<file path="config.mk">
export PLATFORM = sky130hd
export DESIGN_NAME = scancode_to_ascii_decoder_core
export DESIGN_NICKNAME = d
export VERILOG_FILES = /design/src/design/s2a_pkg.sv /design/src/design/s2a_keymap.sv /design/src/design/scancode_to_ascii_decoder_core.sv
export VERILOG_INCLUDE_DIRS = /design/src /design/src/design
export SDC_FILE = /design/constraint.sdc
export NUM_CORES = 1
export LEC_CHECK = 0
export ABC_AREA = 1
export ABC_CLOCK_PERIOD_IN_PS = 2950
export BUFFER_PORTS_ARGS = -buffer_cell sky130_fd_sc_hd__buf_2
export CELL_PAD_IN_SITES_DETAIL_PLACEMENT = 0
export CELL_PAD_IN_SITES_GLOBAL_PLACEMENT = 1
export CORE_UTILIZATION = 42
export CTS_BUF_LIST = sky130_fd_sc_hd__clkbuf_16
export DETAILED_ROUTE_END_ITERATION = 6
export HOLD_SLACK_MARGIN = 0.05
export PLACE_DENSITY = 0.87
export SLEW_MARGIN = 20
export SYNTH_ARGS = -nofsm -noshare
export SYNTH_HDL_FRONTEND = slang
export SYNTH_SLANG_ARGS = --single-unit
</file>
<file path="constraint.sdc">
create_clock -name clock -period 2.95 [get_ports clock]
set_input_delay 0.59 -clock clock [delete_from_list [all_inputs] [get_ports clock]]
set_output_delay 0.59 -clock clock [all_outputs]
set_load 0.02 [all_outputs]
</file>
<file path="src/design/assert_macros.svh">
// assertion macros used by the decoder core
`ifndef ASSERT_MACROS_SVH
`define ASSERT_MACROS_SVH

// same-cycle implication, disabled during reset
`define ASSERT_SAME(label, clk, rst, ante, cons, msg) \
   label: assert property (@(posedge clk) disable iff (rst) (ante) |-> (cons)) \
      else $error(msg);

// next-cycle implication, disabled during reset
`define ASSERT_NEXT(label, clk, rst, ante, cons, msg) \
   label: assert property (@(posedge clk) disable iff (rst) (ante) |=> (cons)) \
      else $error(msg);

`endif

</file>
<file path="src/design/s2a_pkg.sv">
// constants, key tables and decode types for the scancode decoder
`default_nettype none

package s2a_pkg;

   localparam int TABLE_ENTRIES = 58;
   localparam int MAP_KEYS      = 58;

   localparam logic [7:0] RELEASE_BIT = 8'h80;
   localparam logic [6:0] KEY_MASK    = 7'h7F;
   localparam logic [6:0] SC_LSHIFT   = 7'h2A;
   localparam logic [6:0] SC_RSHIFT   = 7'h36;
   localparam logic [6:0] SC_CAPS     = 7'h3A;
   localparam logic [6:0] CASE_DELTA  = 7'd32;

   localparam logic [6:0] CHAR_LOWER_A = 7'h61;
   localparam logic [6:0] CHAR_LOWER_Z = 7'h7A;
   localparam logic [6:0] CHAR_UPPER_A = 7'h41;
   localparam logic [6:0] CHAR_UPPER_Z = 7'h5A;

   typedef logic [6:0] char_type;

   localparam char_type PLAIN_MAP [0:MAP_KEYS-1] = '{
      7'h00, 7'h00, 7'h31, 7'h32, 7'h33, 7'h34, 7'h35, 7'h36,
      7'h37, 7'h38, 7'h39, 7'h30, 7'h2D, 7'h3D, 7'h08, 7'h09,
      7'h71, 7'h77, 7'h65, 7'h72, 7'h74, 7'h79, 7'h75, 7'h69,
      7'h6F, 7'h70, 7'h5B, 7'h5D, 7'h0A, 7'h00, 7'h61, 7'h73,
      7'h64, 7'h66, 7'h67, 7'h68, 7'h6A, 7'h6B, 7'h6C, 7'h3B,
      7'h27, 7'h60, 7'h00, 7'h5C, 7'h7A, 7'h78, 7'h63, 7'h76,
      7'h62, 7'h6E, 7'h6D, 7'h2C, 7'h2E, 7'h2F, 7'h00, 7'h2A,
      7'h00, 7'h20
   };

   localparam char_type SHIFTED_MAP [0:MAP_KEYS-1] = '{
      7'h00, 7'h00, 7'h21, 7'h40, 7'h23, 7'h24, 7'h25, 7'h5E,
      7'h26, 7'h2A, 7'h28, 7'h29, 7'h5F, 7'h2B, 7'h08, 7'h09,
      7'h51, 7'h57, 7'h45, 7'h52, 7'h54, 7'h59, 7'h55, 7'h49,
      7'h4F, 7'h50, 7'h7B, 7'h7D, 7'h0A, 7'h00, 7'h41, 7'h53,
      7'h44, 7'h46, 7'h47, 7'h48, 7'h4A, 7'h4B, 7'h4C, 7'h3A,
      7'h22, 7'h7E, 7'h00, 7'h7C, 7'h5A, 7'h58, 7'h43, 7'h56,
      7'h42, 7'h4E, 7'h4D, 7'h3C, 7'h3E, 7'h3F, 7'h00, 7'h2A,
      7'h00, 7'h20
   };

   // outcome of one scancode against the current flags
   typedef struct packed {
      logic     has_char;
      char_type ch;
      logic     shift_next;
      logic     caps_next;
   } decode_type;

endpackage

`default_nettype wire

</file>
<file path="src/design/s2a_keymap.sv">
// scancode classification, table lookup and case folding
`default_nettype none

module s2a_keymap import s2a_pkg::*; (
   input  wire logic [7:0] scancode,
   input  wire logic       shift_held,
   input  wire logic       caps_on,
   output decode_type      decode
);

   logic [6:0] key;
   logic       is_release;
   logic       is_shift;
   logic       in_table;
   char_type   raw_ch;
   char_type   folded_ch;

   assign key        = scancode[6:0] & KEY_MASK;
   assign is_release = (scancode & RELEASE_BIT) != 8'h00;
   assign is_shift   = (key == SC_LSHIFT) || (key == SC_RSHIFT);
   // keys past the end of the tables read as empty
   assign in_table   = ({1'b0, key} < 8'(TABLE_ENTRIES)) && ({1'b0, key} < 8'(MAP_KEYS));

   always_comb begin
      raw_ch = '0;
      if (in_table) begin
         raw_ch = shift_held ? SHIFTED_MAP[key[5:0]] : PLAIN_MAP[key[5:0]];
      end
   end

   always_comb begin
      folded_ch = raw_ch;
      if (caps_on != shift_held) begin
         if (raw_ch >= CHAR_LOWER_A && raw_ch <= CHAR_LOWER_Z) begin
            folded_ch = raw_ch - CASE_DELTA;
         end
      end else begin
         if (raw_ch >= CHAR_UPPER_A && raw_ch <= CHAR_UPPER_Z) begin
            folded_ch = raw_ch + CASE_DELTA;
         end
      end
   end

   always_comb begin
      decode.has_char   = 1'b0;
      decode.ch         = folded_ch;
      decode.shift_next = shift_held;
      decode.caps_next  = caps_on;
      priority if (is_release) begin
         if (is_shift) begin
            decode.shift_next = 1'b0;
         end
      end else if (is_shift) begin
         decode.shift_next = 1'b1;
      end else if (key == SC_CAPS) begin
         decode.caps_next = !caps_on;
      end else begin
         decode.has_char = raw_ch != '0;
      end
   end

endmodule

`default_nettype wire

</file>
<file path="src/design/scancode_to_ascii_decoder_core.sv">
// set-1 scancode to ascii decoder, top level
//
//   channel  direction  handshake         payload
//   req      in         req_valid/stall   req_scancode[7:0]
//   rsp      out        rsp_valid/stall   rsp_ascii_char[6:0]
//
// one scancode per cycle sustained unless a result is held by rsp_stall; rsp valid follows the req transfer
// (the transfer loads the input register, the lookup then loads the result register)
// shift and caps flags update as an item leaves the input register
// a result waiting under rsp_stall holds back only items that yield a character
// reset is synchronous and clears the flags and both valid bits
`default_nettype none

module scancode_to_ascii_decoder_core import s2a_pkg::*; (
   input  wire logic       clock,
   input  wire logic       reset,
   input  wire logic       req_valid,
   output logic            req_stall,
   input  wire logic [7:0] req_scancode,
   output logic            rsp_valid,
   input  wire logic       rsp_stall,
   output logic [6:0]      rsp_ascii_char
);

`include "assert_macros.svh"

   logic       in_valid_ff;
   logic       in_valid_in;
   logic [7:0] in_code_ff;
   logic [7:0] in_code_in;
   logic       shift_held_ff;
   logic       shift_held_in;
   logic       caps_on_ff;
   logic       caps_on_in;
   logic       rsp_valid_ff;
   logic       rsp_valid_in;
   char_type   rsp_char_ff;
   char_type   rsp_char_in;

   decode_type decode;
   logic       out_open;
   logic       advance;
   logic       req_take;

   s2a_keymap u_keymap (
      .scancode   (in_code_ff),
      .shift_held (shift_held_ff),
      .caps_on    (caps_on_ff),
      .decode     (decode)
   );

   assign out_open = !rsp_valid_ff || !rsp_stall;
   // items with no character never wait on the result side
   assign advance  = in_valid_ff && (!decode.has_char || out_open);
   assign req_stall = in_valid_ff && !advance;
   assign req_take  = req_valid && !req_stall;

   always_comb begin
      in_valid_in   = req_take || (in_valid_ff && !advance);
      in_code_in    = req_take ? req_scancode : in_code_ff;
      shift_held_in = advance ? decode.shift_next : shift_held_ff;
      caps_on_in    = advance ? decode.caps_next : caps_on_ff;
      rsp_valid_in  = rsp_valid_ff;
      rsp_char_in   = rsp_char_ff;
      if (out_open) begin
         rsp_valid_in = advance && decode.has_char;
         rsp_char_in  = decode.ch;
      end
   end

   always_ff @(posedge clock) begin
      if (reset) begin
         in_valid_ff   <= 1'b0;
         shift_held_ff <= 1'b0;
         caps_on_ff    <= 1'b0;
         rsp_valid_ff  <= 1'b0;
      end else begin
         in_valid_ff   <= in_valid_in;
         shift_held_ff <= shift_held_in;
         caps_on_ff    <= caps_on_in;
         rsp_valid_ff  <= rsp_valid_in;
      end
      in_code_ff  <= in_code_in;
      rsp_char_ff <= rsp_char_in;
   end

   assign rsp_valid      = rsp_valid_ff;
   assign rsp_ascii_char = rsp_char_ff;

   `ASSERT_SAME(a_rsp_nonzero, clock, reset, rsp_valid_ff, rsp_char_ff != '0, "rsp char is zero")
   `ASSERT_SAME(a_stall_needs_item, clock, reset, req_stall, in_valid_ff, "stall with empty input register")
   `ASSERT_NEXT(a_caps_only_on_caps, clock, reset, advance && (in_code_ff[6:0] != SC_CAPS || in_code_ff[7]), caps_on_ff == $past(caps_on_ff), "caps changed by other code")
   `ASSERT_NEXT(a_flags_hold_idle, clock, reset, !advance, shift_held_ff == $past(shift_held_ff), "shift changed without transfer")

endmodule

`default_nettype wire

</file>
==> results of run 1 <==
==> synthesized netlist by cell type, types with 4 or more instances <==
library cell	n	share of area [%]
sky130_fd_sc_hd__edfxtp_1	15	21
sky130_fd_sc_hd__dfxtp_1	4	3.7
sky130_fd_sc_hd__a21oi_1	12	2.8
sky130_fd_sc_hd__buf_2	4	0.93
sky130_fd_sc_hd__inv_1	40	7.0
sky130_fd_sc_hd__nand3_1	57	13
sky130_fd_sc_hd__nand2_1	128	22
sky130_fd_sc_hd__buf_4	5	1.8
sky130_fd_sc_hd__nand4_1	8	2.3
sky130_fd_sc_hd__o21ai_1	5	1.2
sky130_fd_sc_hd__nor2_1	29	5.1
sky130_fd_sc_hd__ha_1	14	8.2
sky130_fd_sc_hd__o21ai_0	5	1.2
sky130_fd_sc_hd__inv_2	5	0.88
==> area by class of cell <==
class                           count  area, um^2  area share (%)
Sequential cell                    19         531            18.8
Clock buffer                        3        75.1            2.67
Inverter                           45         173            6.13
Tap cell                           67        83.8            2.98
Timing Repair Buffer               55         397            14.1
Clock inverter                      1        7.51           0.267
Multi-Input combinational cell    277        1550            55.0
==> registers in the layout, summed over array words and instances, names as in the netlist <==
signal	cells
shift_held_ff	1
in_code_ff	8
rsp_ascii_char	7
in_valid_ff	1
rsp_valid	1
caps_on_ff	1
==> path summary, 6_finish.rpt <==
| kind | start | to | slack [ps] | depth (start not counted) |
|---|---|---|---|---|
| max reg2reg | in_code_ff[1] | rsp_ascii_char[5] | 230 | 20 |
| max | in_code_ff[3] | req_stall | 80 | 12 |
| min | reset | rsp_valid | 500 | 2 |
| min reg2reg | caps_on_ff | caps_on_ff | 550 | 4 |
==> cell families (layout without fill, tap and decap cells) <==
kind of cell	after synthesis	count (layout)	synth area share, %
simple gates	233	233	46.7
fa+ha+maj	14	14	8.18
compound gates	29	29	8.29
xor+xnor	1	1	0.409
buf+inv	56	104	11.6
flops	19	19	24.8
==> routing by layer <==
metal  up-vias  routed length, um  share of wire, %  global-route usage [%]
li1       1238                  -                 -                       -
met2        94               3040                47                    38.3
met3        15                423               6.5                    4.80
met1      1091               2850                44                    31.9
met5         -                  0                 0                       0
met4         0                156               2.4                    7.91
==> power by group <==
part | internal, mW | switching, mW
Clock | 0.183 | 0.102
Sequential | 0.313 | 0.0103
Combinational | 0.137 | 0.223
Total | 0.634 | 0.335
==> per-stage QoR <==
| stage | hold slack [ps] | setup TNS [ps] | cells | cell area [um^2] | setup WS [ps] |
|---|---|---|---|---|---|
| 6_report | 500 | 0 | 467 | 2820 | 84.6 |
| 5_1_grt | 503 | -18.2 | 467 | 2820 | -18.2 |
| 4_1_cts | 499 | 0 | 450 | 2490 | 9.92 |
| 3_5_place_dp | 545 | 0 | 443 | 2370 | 86.2 |
| 3_3_place_gp | 540 | 0 | 443 | 2370 | 109 |
| 2_1_floorplan | 504 | 0 | 352 | 2140 | 118 |
==> timing repair <==
| action | 4_1_cts | 5_1_grt |
|---|---|---|
| resized for setup | 9 | 45 |
| hold endpoints to repair | 0 | 0 |
| buffers inserted | 3 | 17 |
| pin swaps | 3 | 16 |
| endpoints found under the setup margin | 1 | 1 |
==> results.rst, run 1 <==
.. list-table::
   :header-rows: 1

   * - Metric
     - Value
   * - Total number of nets in the final design
     - 427
   * - EDFF count, synth
     - 15
   * - Critical-path cell with the highest stage delay
     - sky130_fd_sc_hd__edfxtp_1
   * - Yosys warns
     - 0
   * - Maximum VDD drop
     - ~0.43 mV
   * - Initial Utilization
     - ~44%
   * - Number of storage elements in the synthesis netlist
     - 19
   * - Area growth, synth to finish
     - 31.5%
   * - Via count of the first global-routing pass
     - approximately 2,200
   * - Gpl congestion
     - ~0.96
   * - Share of final-layout standard cells stronger than drive strength 1
     - between 20 and 30%
   * - H-tree level count
     - 1
   * - First-pass GRT wire length
     - 9930 um
   * - Post-detailed-route wirelength per cell
     - 13.9 um
   * - Clock Pin Slew Worst Setup and Hold Paths
     - 60 ps
   * - Pin count of the biggest net entering global routing
     - 20
   * - Fin Clk Skew
     - 4.01 ps
   * - Clock network latency to the later pin of the worst-skew pair
     - 250 ps
   * - Category of the most critical setup path
     - reg -> out
   * - Initial drt markers
     - 230
   * - Post-route fraction of the period consumed by the critical path
     - between 90% and 100%
   * - Commonest non-fill, non-tap cell in the layout
     - sky130_fd_sc_hd__nand2_1
   * - Sink Count
     - 19
   * - All-Layer GR Usage
     - between 20% and 30%
   * - Synthesized cell area
     - 2140 um^2
   * - Fin. max-slew vios
     - 0
   * - Startpoint class of the critical path
     - flip-flop
   * - Total Die Area
     - ~5400 um^2
   * - Half-perimeter wire length of the detailed placement result
     - 4660 um
   * - Cells after Synth
     - approximately 350
   * - Number of buffers created by CTS
     - 3
   * - Die Height
     - 73.4 um
   * - First-pass DRT Iterations
     - 5
   * - TritonCTS clock tree
     - yes
   * - DRC violation count after routing
     - 0
   * - Chip Width
     - roughly 73 um
   * - Number of nets still failing antenna checks after routing
     - 0
   * - Average instance area after synthesis
     - about 6.1 um^2
   * - Ys async rst share
     - 0%
   * - Critical path fanouts, max
     - 6
   * - Initial antenna violation count
     - 0
   * - Port bufs
     - 20
   * - Final setup violation count
     - 0
   * - Most frequent cells in the layout
     - sky130_fd_sc_hd__nand2_1 (122), sky130_fd_sc_hd__nand3_1 (51), sky130_fd_sc_hd__inv_1 (36), sky130_fd_sc_hd__buf_4 (30), sky130_fd_sc_hd__nor2_1 (25)
   * - Boundary pin count
     - 21
   * - Setup crit end kind
     - primary output
   * - Cts-stage hold buffer count
     - 0
   * - Leakage Power
     - roughly 1.4 nW
   * - Core utilization of the finished layout
     - between 50% and 60%
   * - Sum of routed wire length over all layers
     - 6470 um
   * - Layout fillers
     - between 400 and 500
   * - Predominant post-synthesis flop cell
     - sky130_fd_sc_hd__edfxtp_1
   * - Maximum cell stage delay along the critical path
     - ~490 ps
   * - Total buffers and inverters traversed by the critical path
     - 2
   * - Top Family by Delay on Critical Path
     - simple AND/OR/NAND/NOR gates
   * - Buffer type at the clock tree root
     - sky130_fd_sc_hd__clkbuf_16
   * - Synthesized net count
     - ~380
   * - Run status
     - finished clean
   * - CP required
     - ~2400 ps
   * - Max frequency
     - roughly 350 MHz
   * - Worst EP arrival
     - ~2300 ps
   * - Max cap viols
     - 0
   * - Ordered cell list for the critical path
     - buf_4 > nor2_2 > nand3_2 > and2_4 > nand2_1 > nand2_1 > nand3_2 > o21ai_2 > nand3_2 > nand3_4 > nor2_4 > buf_6
   * - Total number of vias
     - roughly 2,400
   * - Areal power density over the cells
     - ~340 nW/um^2
   * - Overall power consumption
     - around 0.97 mW
   * - Floorplan Core Area
     - roughly 4800 um^2
   * - Clock period minus final worst setup slack
     - 2870 ps
   * - Clock Tree Buf Depth
     - 2
   * - Slew at the pin closest to its max-slew limit
     - approximately 390 ps
   * - Number of rows created at floorplan
     - 25
   * - Total overflow reported by the global router
     - 0
   * - Seq/Total Area, Yosys
     - ~25%
   * - Most frequent cell on the critical path
     - sky130_fd_sc_hd__nand3_2
   * - Distinct cell type count after synthesis
     - 31
   * - Ant diodes
     - 0
   * - Min-delay worst type
     - in -> reg
   * - Worst slew margin relative to its limit
     - 74.0%
   * - Via count normalized by instance count
     - 5.22
   * - Total count of hold-check failures in the final report
     - 0
(Power assumes the default switching activity.)
==> run 2, diff against run 1 <==
--- a/config.mk
+++ b/config.mk
@@ -14,6 +14,7 @@
 export CORE_UTILIZATION = 42
 export CTS_BUF_LIST = sky130_fd_sc_hd__clkbuf_16
 export DETAILED_ROUTE_END_ITERATION = 6
+export GPL_TIMING_DRIVEN = 0
 export HOLD_SLACK_MARGIN = 0.05
 export PLACE_DENSITY = 0.87
 export SLEW_MARGIN = 20
==> run 2 against run 1 <==
Against the previous run:
- wire length rose by 1.1%
- worst hold slack better by 2.7 ps
- largest power group unchanged
- via count is 3.7% higher
- highest routed layer unchanged
- die area unchanged
- critical path depth increased by 1
- largest cell class unchanged
- power up 1.3%
- global-route usage up 1.5 points
- non-clock buffer count is 6 higher
- sequential share of layout area shrank 0.40 points
- setup slack better by 7.1 ps
- maximum frequency grew 0.25%
- register-to-register slack worse by 50 ps
- critical endpoint unchanged
==> results.rst, run 2 (synthesis gave the netlist of run 1 again) <==
.. list-table::
   :header-rows: 1

   * - Metric
     - Value
   * - Run status
     - finished clean
   * - Most frequent cells in the layout
     - sky130_fd_sc_hd__nand2_1 (120), sky130_fd_sc_hd__nand3_1 (50), sky130_fd_sc_hd__inv_1 (33), sky130_fd_sc_hd__buf_4 (28)
   * - Setup crit end kind
     - primary output
   * - Total Die Area
     - 5390 um^2 (unchanged)
   * - Post-detailed-route wirelength per cell
     - 13.8 um (-0.19%)
   * - Initial drt markers
     - 257 (+12%)
   * - DRC violation count after routing
     - 0 (unchanged)
   * - Max frequency
     - 350 MHz (+0.25%)
   * - Total number of nets in the final design
     - 433 (+1.4%)
   * - Register name with the most flops
     - in_code_ff
   * - Maximum VDD drop
     - 0.413 mV (-3.7%)
   * - Areal power density over the cells
     - 341 nW/um^2 (-0.90%)
   * - Number of buffers created by CTS
     - 3 (unchanged)
   * - Commonest non-fill, non-tap cell in the layout
     - sky130_fd_sc_hd__nand2_1
   * - Cts-stage hold buffer count
     - 0 (unchanged)
   * - Category of the most critical setup path
     - reg -> out
   * - CP required
     - 2360 ps (about the same)
   * - Die Height
     - 73.4 um (unchanged)
   * - Number of rows created at floorplan
     - 25 (unchanged)
   * - Startpoint class of the critical path
     - flip-flop
   * - Critical-path cell with the highest stage delay
     - sky130_fd_sc_hd__edfxtp_1
   * - Overall power consumption
     - 0.981 mW (+1.3%)
   * - First-pass DRT Iterations
     - 5 (unchanged)
   * - Maximum cell stage delay along the critical path
     - 400 ps (-90 ps)
   * - Floorplan Core Area
     - 4820 um^2 (unchanged)
   * - Leakage Power
     - 1.46 nW (+2.3%)
   * - Ordered cell list for the critical path
     - buf_6 > buf_4 > buf_4 > o21ai_0 > nand2_1 > o21ai_1 > nand2_1 > nand3_2 > o21ai_2 > nand3_2 > nand3_4 > nor2_4 > buf_6
   * - Via count of the first global-routing pass
     - 2,302 (+4.6%)
   * - Chip Width
     - 73.4 um (unchanged)
   * - Sum of routed wire length over all layers
     - 6540 um (+1.1%)
   * - Port bufs
     - 20 (unchanged)
   * - Clock period minus final worst setup slack
     - 2860 ps (-7.14 ps)
   * - Boundary pin count
     - 21 (unchanged)
   * - Max cap viols
     - 0 (unchanged)
   * - Total number of vias
     - 2,528 (+3.7%)
   * - Area growth, synth to finish
     - 34.3%
   * - Total count of hold-check failures in the final report
     - 0 (unchanged)
   * - All-Layer GR Usage
     - 25.3% (+1.5 points)
   * - Clock Pin Slew Worst Setup and Hold Paths
     - 60 ps (about the same)
   * - Number of nets still failing antenna checks after routing
     - 0 (unchanged)
   * - Half-perimeter wire length of the detailed placement result
     - 4500 um (-3.6%)
   * - Min-delay worst type
     - in -> reg
   * - Post-route fraction of the period consumed by the critical path
     - 96.9% (-0.24 points)
   * - Fin. max-slew vios
     - 0 (unchanged)
   * - Worst R2R Path Depth
     - 22 (+10%)
   * - Worst slew margin relative to its limit
     - 69.6% (-4.4 points)
   * - Initial antenna violation count
     - 0 (unchanged)
   * - H-tree level count
     - 1 (unchanged)
   * - Sink Count
     - 19 (unchanged)
   * - Pin count of the biggest net entering global routing
     - 13 (-35%)
   * - Cell area after layout
     - 2880 um^2 (+2.2%)
   * - Initial Utilization
     - 44.5% (unchanged)
   * - Via count normalized by instance count
     - 5.34 (+2.4%)
   * - Slew at the pin closest to its max-slew limit
     - 453 ps (+64.5 ps)
   * - Gpl congestion
     - 0.960 (+0.25%)
   * - Final setup violation count
     - 0 (unchanged)
   * - Total overflow reported by the global router
     - 0 (unchanged)
   * - Ant diodes
     - 0 (unchanged)
   * - Clock Tree Buf Depth
     - 2 (unchanged)
   * - Max FFs per register
     - 8 (unchanged)
   * - Post-placement cell area
     - 2330 um^2 (-1.9%)
   * - Instance count along the most critical hold path
     - 2 (unchanged)
   * - Share of final-layout standard cells stronger than drive strength 1
     - 29.1% (+2.3 points)
   * - Clock network latency to the later pin of the worst-skew pair
     - 250 ps (about the same)
   * - Buffer type at the clock tree root
     - sky130_fd_sc_hd__clkbuf_16
   * - TritonCTS clock tree
     - yes
   * - Critical path fanouts, max
     - 10 (+4)
   * - Worst EP arrival
     - 2270 ps (about the same)
   * - Fin Clk Skew
     - 1.63 ps (-2.38 ps)
   * - First-pass GRT wire length
     - 10,500 um (+5.6%)
run 2: cell type report:
| class | count | area [um^2] |
|---|---|---|
| Fill cell | 458 | 1940 |
| Timing Repair Buffer | 50 | 354 |
| Clock buffer | 3 | 75.1 |
| Multi-Input combinational cell | 277 | 1550 |
| Inverter | 45 | 181 |
| Buffer | 11 | 91.3 |
| Sequential cell | 19 | 531 |
| Tap cell | 67 | 83.8 |
| Clock inverter | 1 | 7.51 |
run 2: power by group:
group / switching [mW] / internal, mW
registers: 0.0108 / 0.313
clock network: 0.102 / 0.183
logic: 0.227 / 0.145
run 2: final timing paths:
path	start	to	slack (ps)
max	in_code_ff[2]	req_stall	90
min	reset	rsp_valid	500
max reg2reg	in_code_ff[2]	rsp_ascii_char[5]	180
min reg2reg	in_valid_ff	rsp_valid	550
run 2: per-layer routing:
layer	part of all wire [%]	vias up	GRT usage (%)
met5	0	-	0
met4	3.3	0	7.05
met3	7.9	27	3.29
met2	46	133	42.0
met1	43	1120	34.5
li1	-	1248	-
run 2: critical path: cells and delay by family (launching register included):
family / cells / cell delay, ps
DFF: 1 / 400
AOI/OAI and AO/OA: 3 / 360
buffers and inverters: 4 / 630
and+or+nand+nor: 6 / 640
run 2: stage by stage:
step | utilization (%) | setup TNS, ps | worst slack, ps | cells | hold slack [ps]
2_1_floorplan | - | 0 | 118 | 352 | 504
3_3_place_gp | 48.3 | -518 | -276 | 439 | 538
3_5_place_dp | 48.3 | -267 | -227 | 439 | 541
4_1_cts | 54.5 | 0 | 0.768 | 465 | 500
5_1_grt | 59.7 | -18.1 | -18.1 | 473 | 505
6_report | 59.7 | 0 | 91.7 | 473 | 503
run 2: timing repair:
| action | 4_1_cts | 5_1_grt |
|---|---|---|
| gates resized for setup | 19 | 47 |
| endpoints found under the setup margin | 10 | 2 |
| pin swaps | 9 | 17 |
| buffers inserted | 22 | 8 |
